$ cat config.mk
export PLATFORM = sky130hd
export DESIGN_NAME = modular_exponentiation
export DESIGN_NICKNAME = d
export VERILOG_FILES = /design/src/rtl/mexp_pkg.sv /design/src/rtl/modular_exponentiation.sv /design/src/rtl/mexp_datapath.sv /design/src/rtl/mexp_ctrl.sv
export SDC_FILE = /design/constraint.sdc
export NUM_CORES = 1
export LEC_CHECK = 0
export BUFFER_PORTS_ARGS = -buffer_cell sky130_fd_sc_hd__buf_4
export CAP_MARGIN = 20
export CORE_AREA = 2 2 169 336
export CTS_CLUSTER_SIZE = 8
export DETAILED_ROUTE_END_ITERATION = 10
export DIE_AREA = 0 0 171 338
export GPL_TIMING_DRIVEN = 0
export PLACE_DENSITY = 0.82
export REMOVE_ABC_BUFFERS = 1
export SETUP_SLACK_MARGIN = 0.02
export SYNTH_ARGS = -nofsm -noshare
export SYNTH_HDL_FRONTEND = slang
export SYNTH_SLANG_ARGS = --single-unit
$ cat constraint.sdc
create_clock -name i_clk -period 20.5 [get_ports i_clk]
set_clock_uncertainty 0.1 [all_clocks]
set_input_delay 2.05 -clock i_clk [delete_from_list [all_inputs] [get_ports i_clk]]
set_output_delay 2.05 -clock i_clk [all_outputs]
set_load 0.1 [all_outputs]
$ cat src/rtl/mexp_pkg.sv
// Package of the modular exponentiation block: widths, operation codes and the
// command and status structs between controller and datapath. No dependencies.
package mexp_pkg;

    localparam int WORD_BITS_DEF = 64;
    localparam int FIELD_W       = 63;
    localparam int DATA_W        = 64;
    localparam int CNT_W         = 6;
    localparam int IN_TDATA_W    = 192;

    typedef enum logic [1:0] {
        OP_SQUARE = 2'b01,
        OP_MULT   = 2'b10
    } t_op;

    typedef struct packed {
        logic load;
        logic start;
        t_op  op;
        logic shift_exp;
    } t_cmd;

    typedef struct packed {
        logic done;
        logic exp_msb;
    } t_status;

endpackage

$ cat src/rtl/modular_exponentiation.sv
// Modular exponentiation top level: one transaction in, base^exponent out.
// From input accept to result valid, the controller runs a base reduction, then a square
// for each of the 63 exponent bits and a multiply for each one bit, on one bit-serial
// multiplier. One transaction at a time; the next can be accepted in the cycle after the
// result is taken. Reset (synchronous, active low) idles the controller and clears the
// datapath flags.
module modular_exponentiation #(
    parameter int WORD_BITS = mexp_pkg::WORD_BITS_DEF
) (
    input  logic                             i_clk,
    input  logic                             i_rst_n,
    input  logic                             s_tvalid,
    output logic                             s_tready,
    // base_value [62:0], exponent_value [125:63], modulus_value [188:126], zero fill
    input  logic [mexp_pkg::IN_TDATA_W-1:0]  s_tdata,
    output logic                             m_tvalid,
    input  logic                             m_tready,
    // power_result [63:0]
    output logic [mexp_pkg::DATA_W-1:0]      m_tdata
);

    mexp_pkg::t_cmd    cmd;
    mexp_pkg::t_status status;

    mexp_ctrl u_ctrl (
        .i_clk       (i_clk),
        .i_rst_n     (i_rst_n),
        .i_in_valid  (s_tvalid),
        .o_in_ready  (s_tready),
        .o_out_valid (m_tvalid),
        .i_out_ready (m_tready),
        .i_status    (status),
        .o_cmd       (cmd)
    );

    mexp_datapath #(
        .WORD_BITS (WORD_BITS)
    ) u_datapath (
        .i_clk    (i_clk),
        .i_rst_n  (i_rst_n),
        .i_cmd    (cmd),
        .i_base   (s_tdata[62:0]),
        .i_exp    (s_tdata[125:63]),
        .i_mod    (s_tdata[188:126]),
        .o_status (status),
        .o_result (m_tdata)
    );

    logic unused_pad;
    assign unused_pad = ^s_tdata[mexp_pkg::IN_TDATA_W-1:189];

endmodule

$ cat src/rtl/mexp_datapath.sv
// Datapath of the modular exponentiation block: operand registers and a bit-serial
// shift-add multiplier with modular reduction. Depends on mexp_pkg.
module mexp_datapath #(
    parameter int WORD_BITS = mexp_pkg::WORD_BITS_DEF
) (
    input  logic                         i_clk,
    input  logic                         i_rst_n,
    input  mexp_pkg::t_cmd               i_cmd,
    input  logic [mexp_pkg::FIELD_W-1:0] i_base,
    input  logic [mexp_pkg::FIELD_W-1:0] i_exp,
    input  logic [mexp_pkg::FIELD_W-1:0] i_mod,
    output mexp_pkg::t_status            o_status,
    output logic [mexp_pkg::DATA_W-1:0]  o_result
);

    localparam logic [mexp_pkg::DATA_W-1:0] WordMask =
        mexp_pkg::DATA_W'({mexp_pkg::DATA_W{1'b1}} >> (mexp_pkg::DATA_W - WORD_BITS));

    logic                          r_busy, r_done;
    logic [mexp_pkg::CNT_W-1:0]    r_cnt;
    logic [mexp_pkg::DATA_W-1:0]   r_x, r_y, r_prod, r_acc, r_base;
    logic [mexp_pkg::FIELD_W-1:0]  r_exp, r_mod;
    logic                          r_mod_nz, r_exp_zero, r_dest_base;
    logic [mexp_pkg::DATA_W-1:0]   mod_ext, n_dbl, n_prod, n_sum, n_final, one_val;

    assign mod_ext = {1'b0, r_mod};
    assign one_val = (i_mod == mexp_pkg::FIELD_W'(1)) ? '0 : mexp_pkg::DATA_W'(1);

    always_comb begin
        n_dbl = {r_prod[mexp_pkg::DATA_W-2:0], 1'b0};
        if (r_mod_nz && n_dbl >= mod_ext) begin
            n_dbl = n_dbl - mod_ext;
        end
        n_sum = r_y[mexp_pkg::DATA_W-1] ? n_dbl + r_x : n_dbl;
        n_prod = n_sum;
        if (r_mod_nz && n_sum >= mod_ext) begin
            n_prod = n_sum - mod_ext;
        end
        n_final = r_mod_nz ? n_prod : (n_prod & WordMask);
    end

    always_ff @(posedge i_clk) begin
        if (!i_rst_n) begin
            r_busy <= 1'b0;
            r_done <= 1'b0;
        end else begin
            r_done <= 1'b0;
            if (i_cmd.load || i_cmd.start) begin
                r_busy <= 1'b1;
            end else if (r_busy && r_cnt == '0) begin
                r_busy <= 1'b0;
                r_done <= 1'b1;
            end
        end
    end

    always_ff @(posedge i_clk) begin
        if (i_cmd.load) begin
            r_x         <= one_val;
            r_acc       <= one_val;
            r_y         <= {1'b0, i_base};
            r_prod      <= '0;
            r_cnt       <= '1;
            r_dest_base <= 1'b1;
            r_exp       <= i_exp;
            r_mod       <= i_mod;
            r_mod_nz    <= (i_mod != '0);
            r_exp_zero  <= (i_exp == '0);
        end else if (i_cmd.start) begin
            r_x         <= r_acc;
            r_y         <= (i_cmd.op == mexp_pkg::OP_SQUARE) ? r_acc : r_base;
            r_prod      <= '0;
            r_cnt       <= '1;
            r_dest_base <= 1'b0;
        end else if (r_busy) begin
            r_prod <= n_prod;
            r_y    <= {r_y[mexp_pkg::DATA_W-2:0], 1'b0};
            r_cnt  <= r_cnt - mexp_pkg::CNT_W'(1);
            if (r_cnt == '0) begin
                if (r_dest_base) begin
                    r_base <= n_final;
                end else begin
                    r_acc <= n_final;
                end
            end
        end
        if (i_cmd.shift_exp) begin
            r_exp <= {r_exp[mexp_pkg::FIELD_W-2:0], 1'b0};
        end
    end

    assign o_status.done    = r_done;
    assign o_status.exp_msb = r_exp[mexp_pkg::FIELD_W-1];
    assign o_result = r_exp_zero ? mexp_pkg::DATA_W'(1) : r_acc;

endmodule

$ cat src/rtl/mexp_ctrl.sv
// Controller of the modular exponentiation block: walks the exponent bits and
// sequences square and multiply operations. Depends on mexp_pkg.
module mexp_ctrl (
    input  logic              i_clk,
    input  logic              i_rst_n,
    input  logic              i_in_valid,
    output logic              o_in_ready,
    output logic              o_out_valid,
    input  logic              i_out_ready,
    input  mexp_pkg::t_status i_status,
    output mexp_pkg::t_cmd    o_cmd
);

    typedef enum logic [4:0] {
        S_IDLE = 5'b00001,
        S_RED  = 5'b00010,
        S_SQR  = 5'b00100,
        S_MUL  = 5'b01000,
        S_OUT  = 5'b10000
    } t_state;

    t_state                     r_state, n_state;
    logic [mexp_pkg::CNT_W-1:0] r_bit, n_bit;

    always_comb begin
        n_state         = r_state;
        n_bit           = r_bit;
        o_cmd.load      = 1'b0;
        o_cmd.start     = 1'b0;
        o_cmd.op        = mexp_pkg::OP_SQUARE;
        o_cmd.shift_exp = 1'b0;
        unique case (r_state)
            S_IDLE: begin
                if (i_in_valid) begin
                    o_cmd.load = 1'b1;
                    n_state    = S_RED;
                end
            end
            S_RED: begin
                if (i_status.done) begin
                    o_cmd.start = 1'b1;
                    n_bit       = mexp_pkg::CNT_W'(mexp_pkg::FIELD_W - 1);
                    n_state     = S_SQR;
                end
            end
            S_SQR, S_MUL: begin
                if (i_status.done) begin
                    if (r_state == S_SQR && i_status.exp_msb) begin
                        o_cmd.start = 1'b1;
                        o_cmd.op    = mexp_pkg::OP_MULT;
                        n_state     = S_MUL;
                    end else if (r_bit == '0) begin
                        n_state = S_OUT;
                    end else begin
                        o_cmd.shift_exp = 1'b1;
                        o_cmd.start     = 1'b1;
                        n_bit           = r_bit - mexp_pkg::CNT_W'(1);
                        n_state         = S_SQR;
                    end
                end
            end
            S_OUT: begin
                if (i_out_ready) begin
                    n_state = S_IDLE;
                end
            end
            default: n_state = S_IDLE;
        endcase
    end

    always_ff @(posedge i_clk) begin
        if (!i_rst_n) begin
            r_state <= S_IDLE;
            r_bit   <= '0;
        end else begin
            r_state <= n_state;
            r_bit   <= n_bit;
        end
    end

    assign o_in_ready  = (r_state == S_IDLE);
    assign o_out_valid = (r_state == S_OUT);

endmodule

# ---- Word-level counts from Yosys, hierarchy flattened
# Index checks and enable logic that the tools add are counted.
dict set report totals {
  output_inout_bits 66
  register_bits 467
}
dict set report op_classes {
  addsub 5
  reduce_logical 24
  bitwise 3
  mux 43
  eq_ne 15
  order_cmp 2
}
# operator n
set op_table {}
lappend op_table {{$mux 64} 14}
lappend op_table {{$mux 63} 3}
lappend op_table {{$ge 64x63->1} 2}
lappend op_table {{$sub 64x63->64} 2}
lappend op_table {{$add 64x64->64} 1}
lappend op_table {{$eq 63x1->1 const B} 1}
lappend op_table {{$logic_not 63->1} 1}
lappend op_table {{$reduce_bool 63->1} 1}
lappend op_table {{$mux 5} 6}
lappend op_table {{$mux 6} 4}
lappend op_table {{$pmux 5 s4} 1}
lappend op_table {{$reduce_bool 2->1} 7}
lappend op_table {{$logic_not 6->1} 2}
lappend op_table {{$pmux 6 s2} 1}
lappend op_table {{$sub 6x1->6 const B} 2}
lappend op_table {{$mux 1} 10}
lappend op_table {{$ne 2x1->1 const B} 5}
lappend op_table {{$reduce_and 5->1} 2}
lappend op_table {{$reduce_and 4->1} 2}
lappend op_table {{$ne 2x2->1 const B} 3}
lappend op_table {{$reduce_or 2->1} 3}
lappend op_table {{$eq 5x1->1 const B} 1}
lappend op_table {{$eq 5x2->1 const B} 1}
lappend op_table {{$eq 5x3->1 const B} 1}
lappend op_table {{11 further kinds} 16}

# ---- Logic depth before layout (Yosys ltp)
# Gate-level depths: netlist (run 1).
dict set report depth {
  ltp_word 13
  ltp_mapped 40
  ltp_nobuf 35
}

# ---- Modules after synthesis
# Synthesis (run 1) repeated with hierarchy kept, for this count alone.
dict set report hier_totals {
  cells_unflattened 3647
  area_unflattened_um2 33051.7
}
# mod seq_area_each_um2 cells_per_inst instances area_per_inst_um2
set modules_own_cells {}
lappend modules_own_cells {mexp_datapath 12952.4 3563 1 32348.5}
lappend modules_own_cells {mexp_ctrl 220.2 84 1 703.2}

# ---- Worst setup path after synthesis (run 1)
# Ideal clock, no wire load.
dict set report synth_path {
  path_type {register to register}
  startpoint {register u_datapath.r_mod[0] (netlist bit)}
  endpoint {register u_datapath.r_acc[49] (netlist bit) (data pin)}
  setup_slack_ps 11935
  period_less_slack_ps 8565
  t_required_ps 20046
  stages_incl_launch_ff 38
  arrival_time_ps 8112
  path_buffers 6
  cell_sequence {edfxtp_1 inv_1 fa_1 nand3_1 nand2_1 a221oi_2 o211ai_2 o211ai_1 and3_4 clkbuf_1 clkbuf_1 buf_1 nand2_1 nand2_1 ha_1 buf_4 a21o_1 a21o_1 (+2 left out) a221o_1 a32oi_1 o21ai_0 a41o_1 nor3_1 ha_1 a21o_1 a21o_1 a21oi_1 nand2_1 or4_1 o221a_2 nor4b_2 or3_1 buf_2 buf_6 mux2i_1 nor2_1}
}
dict set report synth_between {
  elab_chain_cells 13
  elab_cells_between_ends 15
  classes_between {add/sub: 3; order compare: 2; mux: 8; reduce/logical: 2}
}
# item line_no
set synth_lines {}
lappend synth_lines {{start, declared} mexp_datapath.sv:22} ;# logic [mexp_pkg::FIELD_W-1:0] r_exp, r_mod;
lappend synth_lines {{start signal, assigned} mexp_datapath.sv:66} ;# r_mod <= i_mod;
lappend synth_lines {{$ge 64x63->1} mexp_datapath.sv:31} ;# if (r_mod_nz && n_dbl >= mod_ext) begin
lappend synth_lines {{$logic_and 1x1->1} mexp_datapath.sv:31}
lappend synth_lines {{$mux 64} mexp_datapath.sv:31}
lappend synth_lines {{$add 64x64->64} mexp_datapath.sv:34} ;# n_sum = r_y[mexp_pkg::DATA_W-1] ? n_dbl + r_x : n_dbl;
lappend synth_lines {{$mux 64} mexp_datapath.sv:34}
lappend synth_lines {{$ge 64x63->1} mexp_datapath.sv:36} ;# if (r_mod_nz && n_sum >= mod_ext) begin
lappend synth_lines {{$logic_and 1x1->1} mexp_datapath.sv:36}
lappend synth_lines {{$mux 64 *} mexp_datapath.sv:36}
lappend synth_lines {{$mux 64 *} mexp_datapath.sv:80} ;# if (r_dest_base) begin
lappend synth_lines {{$mux 64 *} mexp_datapath.sv:79} ;# if (r_cnt == '0) begin
lappend synth_lines {{$mux 64 *} mexp_datapath.sv:75} ;# end else if (r_busy) begin
lappend synth_lines {{$mux 64 *} mexp_datapath.sv:69} ;# end else if (i_cmd.start) begin
lappend synth_lines {{$mux 64 *} mexp_datapath.sv:58} ;# if (i_cmd.load) begin
lappend synth_lines {{end signal, assigned} mexp_datapath.sv:60} ;# r_acc <= one_val;
lappend synth_lines {{end signal, assigned} mexp_datapath.sv:83} ;# r_acc <= n_final;
lappend synth_lines {{end, declared} mexp_datapath.sv:21} ;# logic [mexp_pkg::DATA_W-1:0] r_x, r_y, r_prod, r_acc, r_base;
# Every way passes the cells marked *; elsewhere a longest branch is shown, timed or not. The select of a mux whose other input is x is not followed.
# A chain may end at the register's enable or synchronous reset.

# ---- Worst setup path in the final report (run 1)
dict set report layout_path {
  startpoint {register u_datapath.r_mod[15] (netlist bit)}
  endpoint {register u_datapath.r_base[27] (netlist bit) (data pin)}
}
dict set report layout_between {
  elab_chain_cells 8
  elab_cells_between_ends 10
  classes_between {add/sub: 3; order compare: 2; mux: 3; reduce/logical: 2}
}
# item line_no
set layout_lines {}
lappend layout_lines {{$ge 64x63->1} mexp_datapath.sv:31}
lappend layout_lines {{$logic_and 1x1->1} mexp_datapath.sv:31}
lappend layout_lines {{$mux 64} mexp_datapath.sv:31}
lappend layout_lines {{$add 64x64->64} mexp_datapath.sv:34}
lappend layout_lines {{$mux 64} mexp_datapath.sv:34}
lappend layout_lines {{$ge 64x63->1} mexp_datapath.sv:36}
lappend layout_lines {{$logic_and 1x1->1} mexp_datapath.sv:36}
lappend layout_lines {{$mux 64 *} mexp_datapath.sv:36}
lappend layout_lines {{net u_datapath.n_final, one bit} mexp_datapath.sv:24} ;# logic [mexp_pkg::DATA_W-1:0] mod_ext, n_dbl, n_prod, n_sum, n_final, one_val;
lappend layout_lines {{end signal, assigned} mexp_datapath.sv:81} ;# r_base <= n_final;
lappend layout_lines {{end, declared} mexp_datapath.sv:21}
# The timed path passes the listed nets; every way through them passes the cells marked *.

==> run metrics, run 1 <==
status=finished, final reports clean; Slew @ Worst Pin=1200 ps; Max Cap Violations=0; Yosys cell types=101; row count=122; Syn. warnings=0; CTS tree=done; Final setup viols=0; dpl hpwl=98800 um; CP endpoint kind=register; initial antenna violation count=4; final net count=4153; total grt overflow=0; Top Family by Delay on Critical Path=compound AO/OA/AOI/OAI gates; Mapped Avg Cell Area=9.13 sq um; All-Layer GR Usage=0.462; Synth top area share=0.350; Sink Count=467; Tmin final=13450 ps; IO Pins=262; most area-hungry cell type in the Yosys netlist=edfxtp_1; cell with the most instances after synthesis=nand2_1; Post-Layout Cell Count=4567; H-tree depth=3; Starting Density=0.593; postcts setup bufs=0; Period Utilization, post-route=0.656; PortBufs=258; Worst-path clk slew=50 ps; Via density=6.72; final WL=133000 um; Setup WS post-layout=7050 ps; HP Class=register to register; fraction of registers with async set/reset=0; hold buffers post-CTS=0; FILL cells=4346; core box area=0.0553 sq mm; Yosys reg bits=467; Pins Over Slew Limit=0; max_slew headroom=0.175; unrepaired setup endpoints after global routing=no; sequential fraction of the synthesis area=0.402; clk buf depth=3; critical path fanouts, max=41; number of global-route vias before repair=30900; average wire per standard cell=29.1 um; Die Y=338 um; Synth Flop Type=edfxtp_1; synth top area cells=edfxtp_1 35%, ha_1 7.3%, a21oi_1 5.9%; slowest CP cell=nor4_1; maximum clock rate=0.0744 GHz; Placer Congestion=1.05; area grow syn2layout=15.1%; leading cell types by count after synthesis=405 x nand2_1, 386 x a21oi_1, 382 x edfxtp_1; WP data arrival=13660 ps; Worst path max stage delay=1060 ps; Synth Cell Area=0.0328 sq mm; Die ar.=0.0578 sq mm; Resized cells post-CTS=0; Clk Latency, worst-skew pair=620 ps; root buffer cell=clkbuf_16; Post-synth EDFFs=382; total CTS buffers=68; worst slack at placement=7610 ps; crit path kind=register to register; largest net degree at the start of global routing=141; # DRC=0; Worst EP required=20710 ps; Die W=171 um; Pre-antenna DRT Iters=6; first-pass GRT wire length=193000 um; share of cells above drive strength 1=0.131; CP Buf/Inv Count=7; Post-Synthesis Cells=3591; crit start category=register; final hold vios=0; DR vias=30700; dpl cells=4423; DRT iter0 DRCs=2853; number of nets with antenna violations after routing=0
[cells in the final DEF, fill, tap and decap left out, types with 80 or more instances in the layout]
cell type and n:
nor2_1 224, nor2b_1 80, o21ai_0 199, nand2_1 401, edfxtp_1 382, buf_4 269, ha_1 192, xnor2_1 109
and2_1 85, dfxtp_1 83, a21oi_1 385, inv_1 176
[stage by stage]
stage               utilization  hold WS [ps]  instance area (sq um)  TNS (ps)
floorplan                     -           331                  31900         0
global placement          0.629           344                  34800  -1687250
detailed placement        0.643           356                  35500         0
CTS                       0.680           366                  37600         0
global route              0.683           377                  37700         0
finish                    0.683           366                  37700         0
[tightest hold or removal path, cell delays in order, from the launching register on]
cell,delay [ps]
dfxtp_1,310
nand2_1,50
a21oi_1,50
[cells by family (layout without fill, tap and decap cells)]
logic type / after synthesis / in the layout / synth area share
AO/OA/AOI/OAI: 1094 / 1094 / 0.218
multiplexers: 118 / 118 / 0.0379
adder cells (fa/ha/maj): 195 / 195 / 0.0751
buffers and inverters: 384 / 611 / 0.0473
AND/OR/NAND/NOR: 1153 / 1153 / 0.172
XOR/XNOR: 180 / 180 / 0.0481
flip-flops: 467 / 467 / 0.402
other: 0 / 5 / 0
[registers in the layout, indices dropped and copies added (netlist names)]
name / cells
u_datapath.r_prod: 63
u_datapath.r_base: 64
u_datapath.r_mod: 63
u_datapath.r_x: 64
u_datapath.r_done: 1
u_datapath.r_exp: 63
u_datapath.r_busy: 1
u_ctrl.r_bit: 6
u_ctrl.r_state: 5
u_datapath.r_mod_nz: 1
u_datapath.r_cnt: 6
u_datapath.r_acc: 64
u_datapath.r_dest_base: 1
u_datapath.r_exp_zero: 1
u_datapath.r_y: 64
[layer usage]
metal	vias up	track usage	wire length (um)
li1	13700	-	-
met1	14500	0.429	40000
met2	1828	0.778	65200
met3	759	0.129	10700
met4	0	0.486	16900
met5	-	0	0
[final cells by class]
cell class	count	area (sq um)	share of cell area
repair buffers	306	2710	0.0717
inverters	179	682	0.0181
well taps	744	931	0.0247
clock buffers	120	1940	0.0514
flip-flops and latches	467	13200	0.349
multi-input cells	2740	18200	0.482
clock inverters	6	104	0.00275
diodes	5	12.5	0.000332
[worst paths after layout]
kind | from | depth (start not counted) | slack [ps] | endpoint
max reg2reg | u_datapath.r_mod[15] | 35 | 7050 | u_datapath.r_base[27]
min | u_datapath.r_exp[0] | 2 | 370 | u_datapath.r_exp[0]
min reg2reg | u_datapath.r_exp[0] | 2 | 370 | u_datapath.r_exp[0]
max | u_datapath.r_mod[15] | 35 | 7050 | u_datapath.r_base[27]
Power of run 1 is not shown: default switching activity piles up to over one toggle a cycle in this logic, so the estimate is an artifact.
==> run 2: changes to the inputs <==
- clock period: 20.5 -> 13.25 ns (I/O delays scaled with it)
==> run 2 against run 1 <==
First-iteration DRC count rose by 2.2%. Final area barely moved. Cell count barely moved. Via count barely moved. Maximum frequency rose by 2.9%. Critical path depth did not move. Hold slack got worse by 0.62 ps. Register-to-register slack got worse by 6900 ps. Non-clock buffer count fell by 1. Die area did not move. Wire length barely moved. Critical endpoint is now u_datapath.r_acc[27]. Largest cell class unchanged. Highest routed layer is now met5.
==> run metrics, run 2 (synthesized netlist as in run 1, its figures left out) <==
area grow syn2layout=15.1% (about the same); DRT iter0 DRCs=2917 (+2.2%); Die Y=338 um (unchanged); row count=122 (unchanged); hold buffers post-CTS=0 (unchanged); Setup WS post-layout=186 ps (-6870 ps); All-Layer GR Usage=0.462 (about the same); Pre-antenna DRT Iters=6 (unchanged); first-pass GRT wire length=193000 um (about the same); CP Buf/Inv Count=6 (-1); number of nets with antenna violations after routing=0 (unchanged); H-tree depth=3 (unchanged); initial antenna violation count=5 (+1); total grt overflow=0 (unchanged); PortBufs=258 (unchanged); number of global-route vias before repair=30900 (-0.036%); FILL cells=4348 (+0.046%); share of cells above drive strength 1=0.131 (about the same); dpl cells=4423 (unchanged); Period Utilization, post-route=0.986 (+0.330); Tmin final=13060 ps (-384 ps); # DRC=0 (unchanged); maximum clock rate=0.0765 GHz (+2.9%); critical path fanouts, max=41 (unchanged); crit start category=register; Worst-path clk slew=50 ps (about the same); Pins Over Slew Limit=0 (unchanged); fin area=0.0377 sq mm (about the same); CTS tree=done; CP startpoint=u_datapath.r_mod[15]; total CTS buffers=68 (unchanged); root buffer cell=clkbuf_16; Worst path max stage delay=990 ps (-70 ps); average wire per standard cell=29.1 um (about the same); RR Startpoint=u_datapath.r_mod[15]; WP data arrival=13280 ps (-380 ps); Die ar.=0.0578 sq mm (unchanged); HP Class=register to register; max_slew headroom=0.158 (-0.0169); largest net degree at the start of global routing=141 (unchanged); DR vias=30700 (-0.0033%); final hold vios=0 (unchanged); Placer Congestion=1.05 (unchanged); Final setup viols=0 (unchanged); Clk Latency, worst-skew pair=630 ps (about the same); Top Family by Delay on Critical Path=compound AO/OA/AOI/OAI gates; commonest cells after routing, fill and taps aside=401 x nand2_1, 385 x a21oi_1, 382 x edfxtp_1, 269 x buf_4, 224 x nor2_1; crit path kind=register to register; status=finished, final reports clean; Worst EP required=13470 ps (-7240 ps); final WL=133000 um (about the same); postcts setup bufs=0 (unchanged); Die W=171 um (unchanged); TNS Setup=0 ps (unchanged); dpl hpwl=98800 um (unchanged); IO Pins=262 (unchanged); Hold Startpoint=u_datapath.r_exp[0]; Via density=6.72 (about the same); CP endpoint kind=register; worst slack at placement=357 ps (-7250 ps); Max Cap Violations=0 (unchanged); core box area=0.0553 sq mm (unchanged); clk buf depth=3 (unchanged); Slew @ Worst Pin=1250 ps (+48.2 ps); Sink Count=467 (unchanged); commonest non-fill, non-tap cell in the layout=nand2_1; unrepaired setup endpoints after global routing=no; Post-Layout Cell Count=4566 (-0.022%); slowest CP cell=mux2i_1; Starting Density=0.593 (unchanged); placed cell area=0.0355 sq mm (unchanged); final net count=4152 (-0.024%)
==> run 2: cell count changes in the layout (fill, tap and decap cells not counted) <==
cell     change
a32oi_2      -1
nor4_2       +1
a32oi_4      +1
buf_8        -1
nor4_1       -1
==> run 2: layer usage <==
metal	GRT usage	part of all wire	vias up
li1	-	-	13700
met2	0.779	0.49	1853
met5	0	0.000083	-
met1	0.429	0.30	14400
met4	0.486	0.13	2
met3	0.129	0.081	759
==> run 2: path summary, 6_finish.rpt <==
| check | endpoint | slack [ps] | cells past startpoint |
|---|---|---|---|
| setup / recovery | u_datapath.r_acc[27] | 190 | 35 |
| setup reg to reg | u_datapath.r_acc[27] | 190 | 35 |
| hold reg to reg | u_datapath.r_exp[0] | 370 | 2 |
| hold / removal | u_datapath.r_exp[0] | 370 | 2 |
==> run 2: timing repair <==
action | in CTS | in global routing
setup endpoints to repair | 0 | 32
hold endpoints to repair | 0 | 0
gates resized for setup | 0 | 2
==> run 2: area by class of cell <==
cell class | count | area, sq um | share of cell area
Clock buffer | 120 | 1940 | 0.0514
Tap cell | 744 | 931 | 0.0247
Multi-Input combinational cell | 2740 | 18200 | 0.482
Antenna cell | 5 | 12.5 | 0.000332
Sequential cell | 467 | 13200 | 0.349
Clock inverter | 6 | 104 | 0.00275
Timing Repair Buffer | 305 | 2690 | 0.0713
Inverter | 179 | 682 | 0.0181
==> run 2: metrics by stage <==
step	util	hold WS [ps]
finish	0.683	365
global route	0.683	377
CTS	0.680	366
detailed placement	0.643	356
global placement	0.629	344
floorplan	-	331
==> run 2: worst reg2reg max path, delay by kind of cell, from the launching register on <==
kind                     cells  cell delay (ps)
XOR/XNOR                     1              260
flip-flops                   1              360
AO/OA/AOI/OAI               13             4680
AND/OR/NAND/NOR             10             3360
adder cells (fa/ha/maj)      3             1260
multiplexers                 2             1340
buffers and inverters        6             1380
Power of run 2 is left out for the same reason.
